[config.mk]
export PLATFORM = sky130hd
export DESIGN_NAME = node_progress_table
export DESIGN_NICKNAME = d
export VERILOG_FILES = /design/src/hdl/npt_pkg.sv /design/src/hdl/npt_ram.sv /design/src/hdl/npt_ctrl.sv /design/src/hdl/node_progress_table.sv
export SDC_FILE = /design/constraint.sdc
export NUM_CORES = 2
export LEC_CHECK = 0
export BUFFER_PORTS_ARGS = -buffer_cell sky130_fd_sc_hd__buf_4
export CAP_MARGIN = 10
export CORE_ASPECT_RATIO = 1.75
export CORE_MARGIN = 2
export CORE_UTILIZATION = 56
export CTS_CLUSTER_SIZE = 12
export DETAILED_ROUTE_END_ITERATION = 8
export PLACE_DENSITY_LB_ADDON = 0.08
export SYNTH_ARGS = -nofsm -noshare
export SYNTH_HDL_FRONTEND = slang
export SYNTH_SLANG_ARGS = --single-unit
[constraint.sdc]
create_clock -name clk -period 12.7 [get_ports clk]
set_input_delay 1.905 -clock clk [delete_from_list [all_inputs] [get_ports clk]]
set_output_delay 1.905 -clock clk [all_outputs]
set_load 0.01 [all_outputs]
[src/hdl/npt_pkg.sv]
// Package for the node progress table.
// Holds the item, result and table entry types, command and status codes,
// and the controller state encoding. No dependencies.
package npt_pkg;

  localparam int DEF_TABLE_SLOTS = 16;
  localparam int CFG_W           = 5;
  localparam logic [CFG_W-1:0] SLOTS_RESET = 5'd16;
  localparam int NODE_W          = 16;
  localparam int POS_W           = 64;
  localparam int IDX_W           = 4;
  localparam int IN_DATA_W       = 152;
  localparam int OUT_DATA_W      = 152;

  typedef enum logic [1:0] {
    CMD_ADVANCE = 2'd0,
    CMD_DROP    = 2'd1,
    CMD_READ    = 2'd2
  } cmd_t;

  typedef enum logic [1:0] {
    ST_OK        = 2'd0,
    ST_FULL      = 2'd1,
    ST_BAD_NODE  = 2'd2,
    ST_BAD_INDEX = 2'd3
  } status_t;

  typedef enum logic [2:0] {
    S_IDLE,
    S_START,
    S_RDWAIT,
    S_SCAN,
    S_APPLY,
    S_DONE
  } state_t;

  typedef struct packed {
    logic [1:0]        cmd;
    logic [NODE_W-1:0] node_id;
    logic [POS_W-1:0]  remote_position;
    logic [POS_W-1:0]  local_position;
    logic [IDX_W-1:0]  slot_index;
  } item_t;

  typedef struct packed {
    logic [NODE_W-1:0] node_id;
    logic [POS_W-1:0]  remote_position;
    logic [POS_W-1:0]  local_position;
  } entry_t;

  localparam int ENTRY_W = $bits(entry_t);

  typedef struct packed {
    logic [1:0]        status;
    logic              found;
    logic [IDX_W-1:0]  slot_used;
    logic [NODE_W-1:0] entry_node;
    logic [POS_W-1:0]  entry_remote;
    logic [POS_W-1:0]  entry_local;
  } result_t;

endpackage

[src/hdl/npt_ram.sv]
// Generic single-write, single-read synchronous RAM with a registered read.
// No dependencies.
module npt_ram #(
  parameter int WIDTH = 8,
  parameter int DEPTH = 16,
  localparam int ADDR_W = (DEPTH > 1) ? $clog2(DEPTH) : 1
) (
  input  logic              clk,
  input  logic              we,
  input  logic [ADDR_W-1:0] waddr,
  input  logic [WIDTH-1:0]  wdata,
  input  logic [ADDR_W-1:0] raddr,
  output logic [WIDTH-1:0]  rdata
);

  logic [WIDTH-1:0] mem [DEPTH];

  always_ff @(posedge clk) begin
    if (we) begin
      mem[waddr] <= wdata;
    end
    rdata <= mem[raddr];
  end

endmodule

[src/hdl/npt_ctrl.sv]
// Controller of the node progress table: command decode, pipelined slot scan,
// read-modify-write of the entry RAM and per-slot valid bits.
// Depends on npt_pkg.
module npt_ctrl #(
  parameter int TABLE_SLOTS = npt_pkg::DEF_TABLE_SLOTS,
  localparam int ADDR_W = (TABLE_SLOTS > 1) ? $clog2(TABLE_SLOTS) : 1,
  localparam int CNT_W  = $clog2(TABLE_SLOTS + 1)
) (
  input  logic                       clk,
  input  logic                       rst,
  input  logic [npt_pkg::CFG_W-1:0]  slots_in_use,
  input  logic                       in_valid,
  output logic                       in_ready,
  input  npt_pkg::item_t             in_item,
  output logic                       res_valid,
  input  logic                       res_ready,
  output npt_pkg::result_t           res,
  output logic                       ram_we,
  output logic [ADDR_W-1:0]          ram_waddr,
  output npt_pkg::entry_t            ram_wdata,
  output logic [ADDR_W-1:0]          ram_raddr,
  input  npt_pkg::entry_t            ram_rdata
);

  npt_pkg::state_t  state, state_next;
  npt_pkg::item_t   item;
  logic [CNT_W-1:0] usable, usable_next;
  logic [CNT_W-1:0] rd_cnt;
  logic             chk_vld;
  logic [ADDR_W-1:0] chk_addr;
  logic             rvalid_bit;
  logic [TABLE_SLOTS-1:0] valid;
  logic             have_free;
  logic [ADDR_W-1:0] free_at;
  logic             hit;
  logic [ADDR_W-1:0] hit_at;
  npt_pkg::entry_t  hit_entry;

  npt_pkg::entry_t  cur;
  logic             rd_issue;
  logic             scan_hit;
  logic             free_seen;
  logic             start_err;
  npt_pkg::status_t start_status;
  logic             res_load;
  npt_pkg::result_t res_next;
  logic             set_vld;
  logic             clr_vld;
  logic [ADDR_W-1:0] vld_addr;

  function automatic logic [npt_pkg::IDX_W-1:0] IDX_CAST(input logic [ADDR_W-1:0] a);
    return npt_pkg::IDX_W'(a);
  endfunction

  assign usable_next = (int'(slots_in_use) > TABLE_SLOTS) ? CNT_W'(TABLE_SLOTS)
                                                          : CNT_W'(slots_in_use);
  assign cur       = rvalid_bit ? ram_rdata : '0;
  assign scan_hit  = chk_vld && (cur.node_id == item.node_id);
  assign free_seen = chk_vld && (cur.node_id == '0);
  assign rd_issue  = (state == npt_pkg::S_SCAN) && (rd_cnt < usable) && !scan_hit;
  assign in_ready  = (state == npt_pkg::S_IDLE);
  assign res_valid = (state == npt_pkg::S_DONE);

  always_comb begin
    start_err    = 1'b0;
    start_status = npt_pkg::ST_OK;
    case (item.cmd)
      npt_pkg::CMD_ADVANCE, npt_pkg::CMD_DROP: begin
        if (item.node_id == '0) begin
          start_err    = 1'b1;
          start_status = npt_pkg::ST_BAD_NODE;
        end
      end
      npt_pkg::CMD_READ: begin
        if (32'(item.slot_index) >= 32'(usable)) begin
          start_err    = 1'b1;
          start_status = npt_pkg::ST_BAD_INDEX;
        end
      end
      default: begin
        start_err    = 1'b1;
        start_status = npt_pkg::ST_BAD_INDEX;
      end
    endcase
  end

  always_comb begin
    state_next = state;
    case (state)
      npt_pkg::S_IDLE: begin
        if (in_valid) begin
          state_next = npt_pkg::S_START;
        end
      end
      npt_pkg::S_START: begin
        if (start_err) begin
          state_next = npt_pkg::S_DONE;
        end else if (item.cmd == npt_pkg::CMD_READ) begin
          state_next = npt_pkg::S_RDWAIT;
        end else begin
          state_next = npt_pkg::S_SCAN;
        end
      end
      npt_pkg::S_RDWAIT: state_next = npt_pkg::S_DONE;
      npt_pkg::S_SCAN: begin
        if (scan_hit || ((rd_cnt == usable) && !chk_vld)) begin
          state_next = npt_pkg::S_APPLY;
        end
      end
      npt_pkg::S_APPLY: state_next = npt_pkg::S_DONE;
      npt_pkg::S_DONE: begin
        if (res_ready) begin
          state_next = npt_pkg::S_IDLE;
        end
      end
      default: state_next = npt_pkg::S_IDLE;
    endcase
  end

  always_comb begin
    ram_we    = 1'b0;
    ram_waddr = '0;
    ram_wdata = '0;
    ram_raddr = '0;
    res_load  = 1'b0;
    res_next  = '0;
    set_vld   = 1'b0;
    clr_vld   = 1'b0;
    vld_addr  = '0;
    case (state)
      npt_pkg::S_START: begin
        ram_raddr = ADDR_W'(item.slot_index);
        if (start_err) begin
          res_load        = 1'b1;
          res_next.status = start_status;
        end
      end
      npt_pkg::S_RDWAIT: begin
        res_load              = 1'b1;
        res_next.status       = npt_pkg::ST_OK;
        res_next.slot_used    = item.slot_index;
        res_next.entry_node   = cur.node_id;
        res_next.entry_remote = cur.remote_position;
        res_next.entry_local  = cur.local_position;
      end
      npt_pkg::S_SCAN: begin
        ram_raddr = rd_cnt[ADDR_W-1:0];
      end
      npt_pkg::S_APPLY: begin
        res_load = 1'b1;
        if (item.cmd == npt_pkg::CMD_ADVANCE) begin
          if (hit || have_free) begin
            ram_we            = 1'b1;
            ram_waddr         = hit ? hit_at : free_at;
            ram_wdata.node_id = item.node_id;
            ram_wdata.remote_position =
              (hit && (hit_entry.remote_position > item.remote_position)) ?
              hit_entry.remote_position : item.remote_position;
            ram_wdata.local_position =
              (hit && (hit_entry.local_position > item.local_position)) ?
              hit_entry.local_position : item.local_position;
            set_vld               = 1'b1;
            vld_addr              = ram_waddr;
            res_next.status       = npt_pkg::ST_OK;
            res_next.found        = hit;
            res_next.slot_used    = IDX_CAST(ram_waddr);
            res_next.entry_node   = ram_wdata.node_id;
            res_next.entry_remote = ram_wdata.remote_position;
            res_next.entry_local  = ram_wdata.local_position;
          end else begin
            res_next.status = npt_pkg::ST_FULL;
          end
        end else begin
          res_next.status = npt_pkg::ST_OK;
          if (hit) begin
            clr_vld            = 1'b1;
            vld_addr           = hit_at;
            res_next.found     = 1'b1;
            res_next.slot_used = IDX_CAST(hit_at);
          end
        end
      end
      default: begin
      end
    endcase
  end

  always_ff @(posedge clk) begin
    if (rst) begin
      state <= npt_pkg::S_IDLE;
      valid <= '0;
    end else begin
      state <= state_next;
      if (set_vld) begin
        valid[vld_addr] <= 1'b1;
      end
      if (clr_vld) begin
        valid[vld_addr] <= 1'b0;
      end
    end
  end

  always_ff @(posedge clk) begin
    rvalid_bit <= valid[ram_raddr];
    if (state == npt_pkg::S_IDLE && in_valid) begin
      item   <= in_item;
      usable <= usable_next;
    end
    if (res_load) begin
      res <= res_next;
    end
    if (state == npt_pkg::S_START) begin
      rd_cnt    <= '0;
      chk_vld   <= 1'b0;
      have_free <= 1'b0;
      hit       <= 1'b0;
    end else if (state == npt_pkg::S_SCAN) begin
      if (rd_issue) begin
        rd_cnt <= rd_cnt + CNT_W'(1);
      end
      chk_vld  <= rd_issue;
      chk_addr <= rd_cnt[ADDR_W-1:0];
      if (free_seen && !have_free) begin
        have_free <= 1'b1;
        free_at   <= chk_addr;
      end
      if (scan_hit) begin
        hit       <= 1'b1;
        hit_at    <= chk_addr;
        hit_entry <= cur;
      end
    end
  end

endmodule

[src/hdl/node_progress_table.sv]
// Node progress table: per-node replay positions held in one entry RAM.
// An error is answered from the start state, a read after one registered RAM read, and an
// advance or drop after a scan that stops at the matching slot, else after all usable
// slots; the scan reads one RAM slot per cycle. One word is in work at a time; the next
// can be taken once the answer has been registered into the output.
// Reset clears all slots through per-slot valid bits at once and sets slots_in_use to 16.
module node_progress_table #(
  parameter int TABLE_SLOTS = npt_pkg::DEF_TABLE_SLOTS
) (
  input  logic                            clk,
  input  logic                            rst,
  input  logic                            cfg_wen,
  input  logic [npt_pkg::CFG_W-1:0]       cfg_wdata,
  input  logic                            s_tvalid,
  output logic                            s_tready,
  // node_id, remote_position, local_position, slot_index, zero pad
  input  logic [npt_pkg::IN_DATA_W-1:0]   s_tdata,
  // cmd
  input  logic [1:0]                      s_tuser,
  output logic                            m_tvalid,
  input  logic                            m_tready,
  // status, found, slot_used, entry_node, entry_remote, entry_local, zero pad
  output logic [npt_pkg::OUT_DATA_W-1:0]  m_tdata
);

  localparam int ADDR_W = (TABLE_SLOTS > 1) ? $clog2(TABLE_SLOTS) : 1;

  logic [npt_pkg::CFG_W-1:0] slots_in_use;
  npt_pkg::item_t   in_item;
  npt_pkg::result_t res;
  logic             res_valid;
  logic             res_ready;
  logic             ram_we;
  logic [ADDR_W-1:0] ram_waddr;
  logic [ADDR_W-1:0] ram_raddr;
  npt_pkg::entry_t  ram_wdata;
  npt_pkg::entry_t  ram_rdata;
  logic [npt_pkg::ENTRY_W-1:0] ram_rbits;

  assign in_item.cmd             = s_tuser;
  assign in_item.node_id         = s_tdata[15:0];
  assign in_item.remote_position = s_tdata[79:16];
  assign in_item.local_position  = s_tdata[143:80];
  assign in_item.slot_index      = s_tdata[147:144];
  assign ram_rdata               = npt_pkg::entry_t'(ram_rbits);
  assign res_ready               = !m_tvalid || m_tready;

  always_ff @(posedge clk) begin
    if (rst) begin
      slots_in_use <= npt_pkg::SLOTS_RESET;
      m_tvalid     <= 1'b0;
    end else begin
      if (cfg_wen) begin
        slots_in_use <= cfg_wdata;
      end
      if (res_ready) begin
        m_tvalid <= res_valid;
      end
    end
  end

  always_ff @(posedge clk) begin
    if (res_ready && res_valid) begin
      m_tdata <= {1'b0, res.entry_local, res.entry_remote, res.entry_node,
                  res.slot_used, res.found, res.status};
    end
  end

  npt_ctrl #(
    .TABLE_SLOTS(TABLE_SLOTS)
  ) u_ctrl (
    .clk         (clk),
    .rst         (rst),
    .slots_in_use(slots_in_use),
    .in_valid    (s_tvalid),
    .in_ready    (s_tready),
    .in_item     (in_item),
    .res_valid   (res_valid),
    .res_ready   (res_ready),
    .res         (res),
    .ram_we      (ram_we),
    .ram_waddr   (ram_waddr),
    .ram_wdata   (ram_wdata),
    .ram_raddr   (ram_raddr),
    .ram_rdata   (ram_rdata)
  );

  npt_ram #(
    .WIDTH(npt_pkg::ENTRY_W),
    .DEPTH(TABLE_SLOTS)
  ) u_ram (
    .clk  (clk),
    .we   (ram_we),
    .waddr(ram_waddr),
    .wdata(ram_wdata),
    .raddr(ram_raddr),
    .rdata(ram_rbits)
  );

endmodule
==> flow_summary.yaml <==
timing:
  setup_viol: 0
  slew_headroom: 0.145
  fin_setup_tns_ns: 0
  min_period_ns: 5.71
  max_freq_ghz: 0.175
  rsz0062_at_grt: "false"
  worst_slew_pin_slew_ns: 1.28
  hold_violations: 0
  final.period_utilization: 0.449
  skew_ns: 0.0465
  slew_viol_final: 0
clocking:
  h-tree-depth: 5
  clkSinkCount: 3079
  cts_resized: 0
  cts_setup_buffers: 0
  hold_buffers: 0
  cts-buffers-inserted: 303
  clockBufferDepth: 4
  root_buffer: "clkbuf_16"
  clk_latency_ns: 0.86
  cts_tree: "done"
  path_clk_slew_ns: 0.06
route:
  num_vias: 76500
  drt_iter0_markers: 7664
  drc_errors: 0
  first_pass_iters: 6
  via_per_inst: 6.12
  route.detailed.wl_per_inst_um: 25.4
  ant_nets: 0
  drt-total-wl_mm: 317
placed_design:
  place.gp.congestion: 0.811
  dpl_cell_area_sq_um: 127000
  post-dp-hpwl_mm: 165
  io_buffers: 312
power_and_ir_drop:
  ir_drop_uv: 132
  power_mw: 22.5
  power.density_nw_per_um2: 167
  cellLeakagePower_nw: 50.1
synth:
  synth_compound_area_frac: 0.0492
  synthAdderAreaFrac: 0.0143
  netlist_area_sq_um: 121000
  syn_nets: 9517
  synth.area.mux_share: 0.00631
  syn_inst: 9215
  ys_seq_area_frac: 0.749
  async_flop_share: 0
  synth_area_per_cell_sq_um: 13.1
  synth_top_family_by_area: "simple AND/OR/NAND/NOR gates"
  yosys_warnings: 0
  ys_ff_latch: 3079
  synthSimpleGateAreaFrac: 0.156
  ys.flop_type: "edfxtp_1"
  synth-edff-count: 2901
  synth_xor_area_frac: 0.000362
  synth_cell_types: 74
setup_path:
  worst_ep_arrival_time_ns: 6.15
  cp-end-kind: "flip-flop"
  r2r_slack_ns: 6.99
  path_class: "reg -> reg"
  rr_worst_depth: 9
  cp_max_fo: 58
  r2r-start: "u_ctrl.state[2]$_SDFFE_PP0P_"
  required_ns: 13.14
  worstSetupStartpointType: "flip-flop"
  rr_endpoint: "u_ram.mem[14][93]$_DFFE_PP_"
grt:
  grt_pass1_vias: 74700
  antenna_found_initial: 10
  grt.total_usage: 0.284
  grt_max_degree: 196
  grt_pass1_wl_mm: 468
  grt_overflow: 0
hold_path:
  min_to: "m_tdata[8]$_DFFE_PP_"
  hold_depth: 0
  holdCritPathClass: "reg -> reg"
  min-delay-start: "u_ctrl.res[129]$_DFFE_PP_"
die:
  initial_core_util: 0.564
  die_h_um: 619
  rows: 225
  die_area_sq_um: 220000
  die_x_um: 356
  core_area_sq_um: 215000
  io_pins: 318
run:
  drv_cap: 0
status:
  status: "complete, no violations"
cells_and_area:
  post-route-util: 0.630
  design_area_sq_um: 135000
  areaGrowthSynthToFinish_pct: 11.8
  drive_above_1_share: 0.0929
  num-fill-cells: 16000
  fin_nets: 9746
[synthesized netlist by cell type, drive strengths merged (5+ instances only)]
| master | number | share of area |
|---|---|---|
| edfxtp | 2901 | 0.72 |
| nand2 | 2581 | 0.080 |
| nand3 | 1245 | 0.051 |
| clkbuf | 464 | 0.014 |
| a311oi | 290 | 0.021 |
| dfxtp | 178 | 0.029 |
| o21ai | 161 | 0.0067 |
| inv | 156 | 0.0048 |
| a31oi | 150 | 0.0077 |
| and3 | 149 | 0.0077 |
| and2 | 148 | 0.0076 |
| ha | 138 | 0.014 |
| nor2 | 128 | 0.0040 |
| buf | 120 | 0.0057 |
| mux2i | 73 | 0.0060 |
| o211ai | 62 | 0.0038 |
| a21oi | 61 | 0.0026 |
| a21o | 31 | 0.0019 |
| nand4 | 25 | 0.0015 |
| a211oi | 24 | 0.0015 |
| nor3 | 15 | 0.00062 |
| nor4 | 15 | 0.00095 |
| nor2b | 12 | 0.00062 |
| nand2b | 9 | 0.00046 |
| o22ai | 7 | 0.00036 |
| a2111oi | 5 | 0.00052 |
| a221o | 5 | 0.00041 |
| nand3b | 5 | 0.00031 |
[power by group]
part / switching [mW] / total (mW) / internal, mW
Clock: 3.62 / 8.27 / 4.66
Combinational: 1.89 / 2.55 / 0.654
Sequential: 0.244 / 11.7 / 11.5
[layout make-up]
cell class | count | area, sq um | share of cell area
Clock buffer | 506 | 8710 | 0.0643
Sequential cell | 3079 | 90700 | 0.670
Antenna cell | 8 | 20.0 | 0.000148
Tap cell | 2837 | 3550 | 0.0262
Multi-Input combinational cell | 5395 | 27600 | 0.204
Clock inverter | 12 | 100 | 0.000739
Inverter | 157 | 589 | 0.00435
Timing Repair Buffer | 508 | 4120 | 0.0304
[placed cells by master (no fill, tap or decap), types with 24 or more instances in the layout]
master / instances
edfxtp_1: 2901
nand2_1: 2576
nand3_1: 1245
buf_4: 483
clkbuf_16: 316
a311oi_1: 290
clkbuf_1: 181
dfxtp_1: 177
inv_1: 156
a31oi_1: 150
and3_1: 148
and2_1: 143
ha_1: 138
nor2_1: 110
o21ai_0: 93
mux2i_1: 73
o21ai_1: 68
o211ai_1: 62
a21oi_1: 60
a21o_1: 30
a211oi_1: 24
buf_12: 24
[critical path, cell delays in order (launching register included)]
cell and delay (ns):
dfxtp_1 0.52, nor3b_2 0.42, nand2_1 0.21, nor2_4 0.14, buf_4 0.29, buf_4 0.63, nand2_1 0.43, nor2_4 0.91
buf_4 0.85, buf_4 0.82
[flip-flops by register name, summed over array words and instances (netlist names), 3 cells and up]
name and flops:
m_tdata 151, u_ctrl.free_at 4, u_ctrl.hit_entry 128, u_ctrl.res 151, u_ctrl.state 3, u_ctrl.rd_cnt 5, u_ctrl.hit_at 4, u_ctrl.usable 5
u_ram.mem 2304, u_ram.rdata 144, u_ctrl.item 150, slots_in_use 5, u_ctrl.valid 16, u_ctrl.chk_addr 4
[logic make-up (layout without fill, tap and decap cells)]
| family | Yosys count | in the layout |
|---|---|---|
| other | 1 | 9 |
| adders and majority gates | 138 | 138 |
| xor gates and xnor gates | 5 | 5 |
| muxes | 76 | 76 |
| buffers and inverters | 741 | 1183 |
| AOI/OAI and AO/OA | 832 | 832 |
| DFF | 3079 | 3079 |
| and+or+nand+nor | 4343 | 4343 |
[stage by stage]
stage	worst slack [ns]	cells	hold WS, ns
3_3_place_gp	7.03	12000	0.400
4_1_cts	6.95	12500	0.410
3_5_place_dp	6.99	12000	0.405
5_1_grt	6.71	12500	0.422
6_report	6.99	12500	0.407
2_1_floorplan	0.555	9215	0.400
[layer usage]
layer	vias up	wire length, um	global-route usage
li1	34100	-	-
met1	38500	124000	0.375
met2	3266	158000	0.484
met3	640	23600	0.0373
met4	2	11400	0.103
met5	-	13	0
[how the worst max path moves through the flow]
stage                                 startpoint                            to  slack (ns)  cells after the start
finish              u_ctrl.state[2]$_SDFFE_PP0P_   u_ram.mem[14][93]$_DFFE_PP_        6.99                      9
global route        u_ctrl.state[2]$_SDFFE_PP0P_  u_ram.mem[14][108]$_DFFE_PP_        6.71                      9
CTS                 u_ctrl.state[2]$_SDFFE_PP0P_  u_ram.mem[14][109]$_DFFE_PP_        6.95                      9
detailed placement  u_ctrl.state[2]$_SDFFE_PP0P_   u_ram.mem[14][94]$_DFFE_PP_        6.99                      9
global placement    u_ctrl.state[2]$_SDFFE_PP0P_   u_ram.mem[14][93]$_DFFE_PP_        7.03                      9
floorplan           u_ctrl.state[2]$_SDFFE_PP0P_     u_ram.mem[0][0]$_DFFE_PP_        0.55                      8
(Power assumes the default switching activity.)
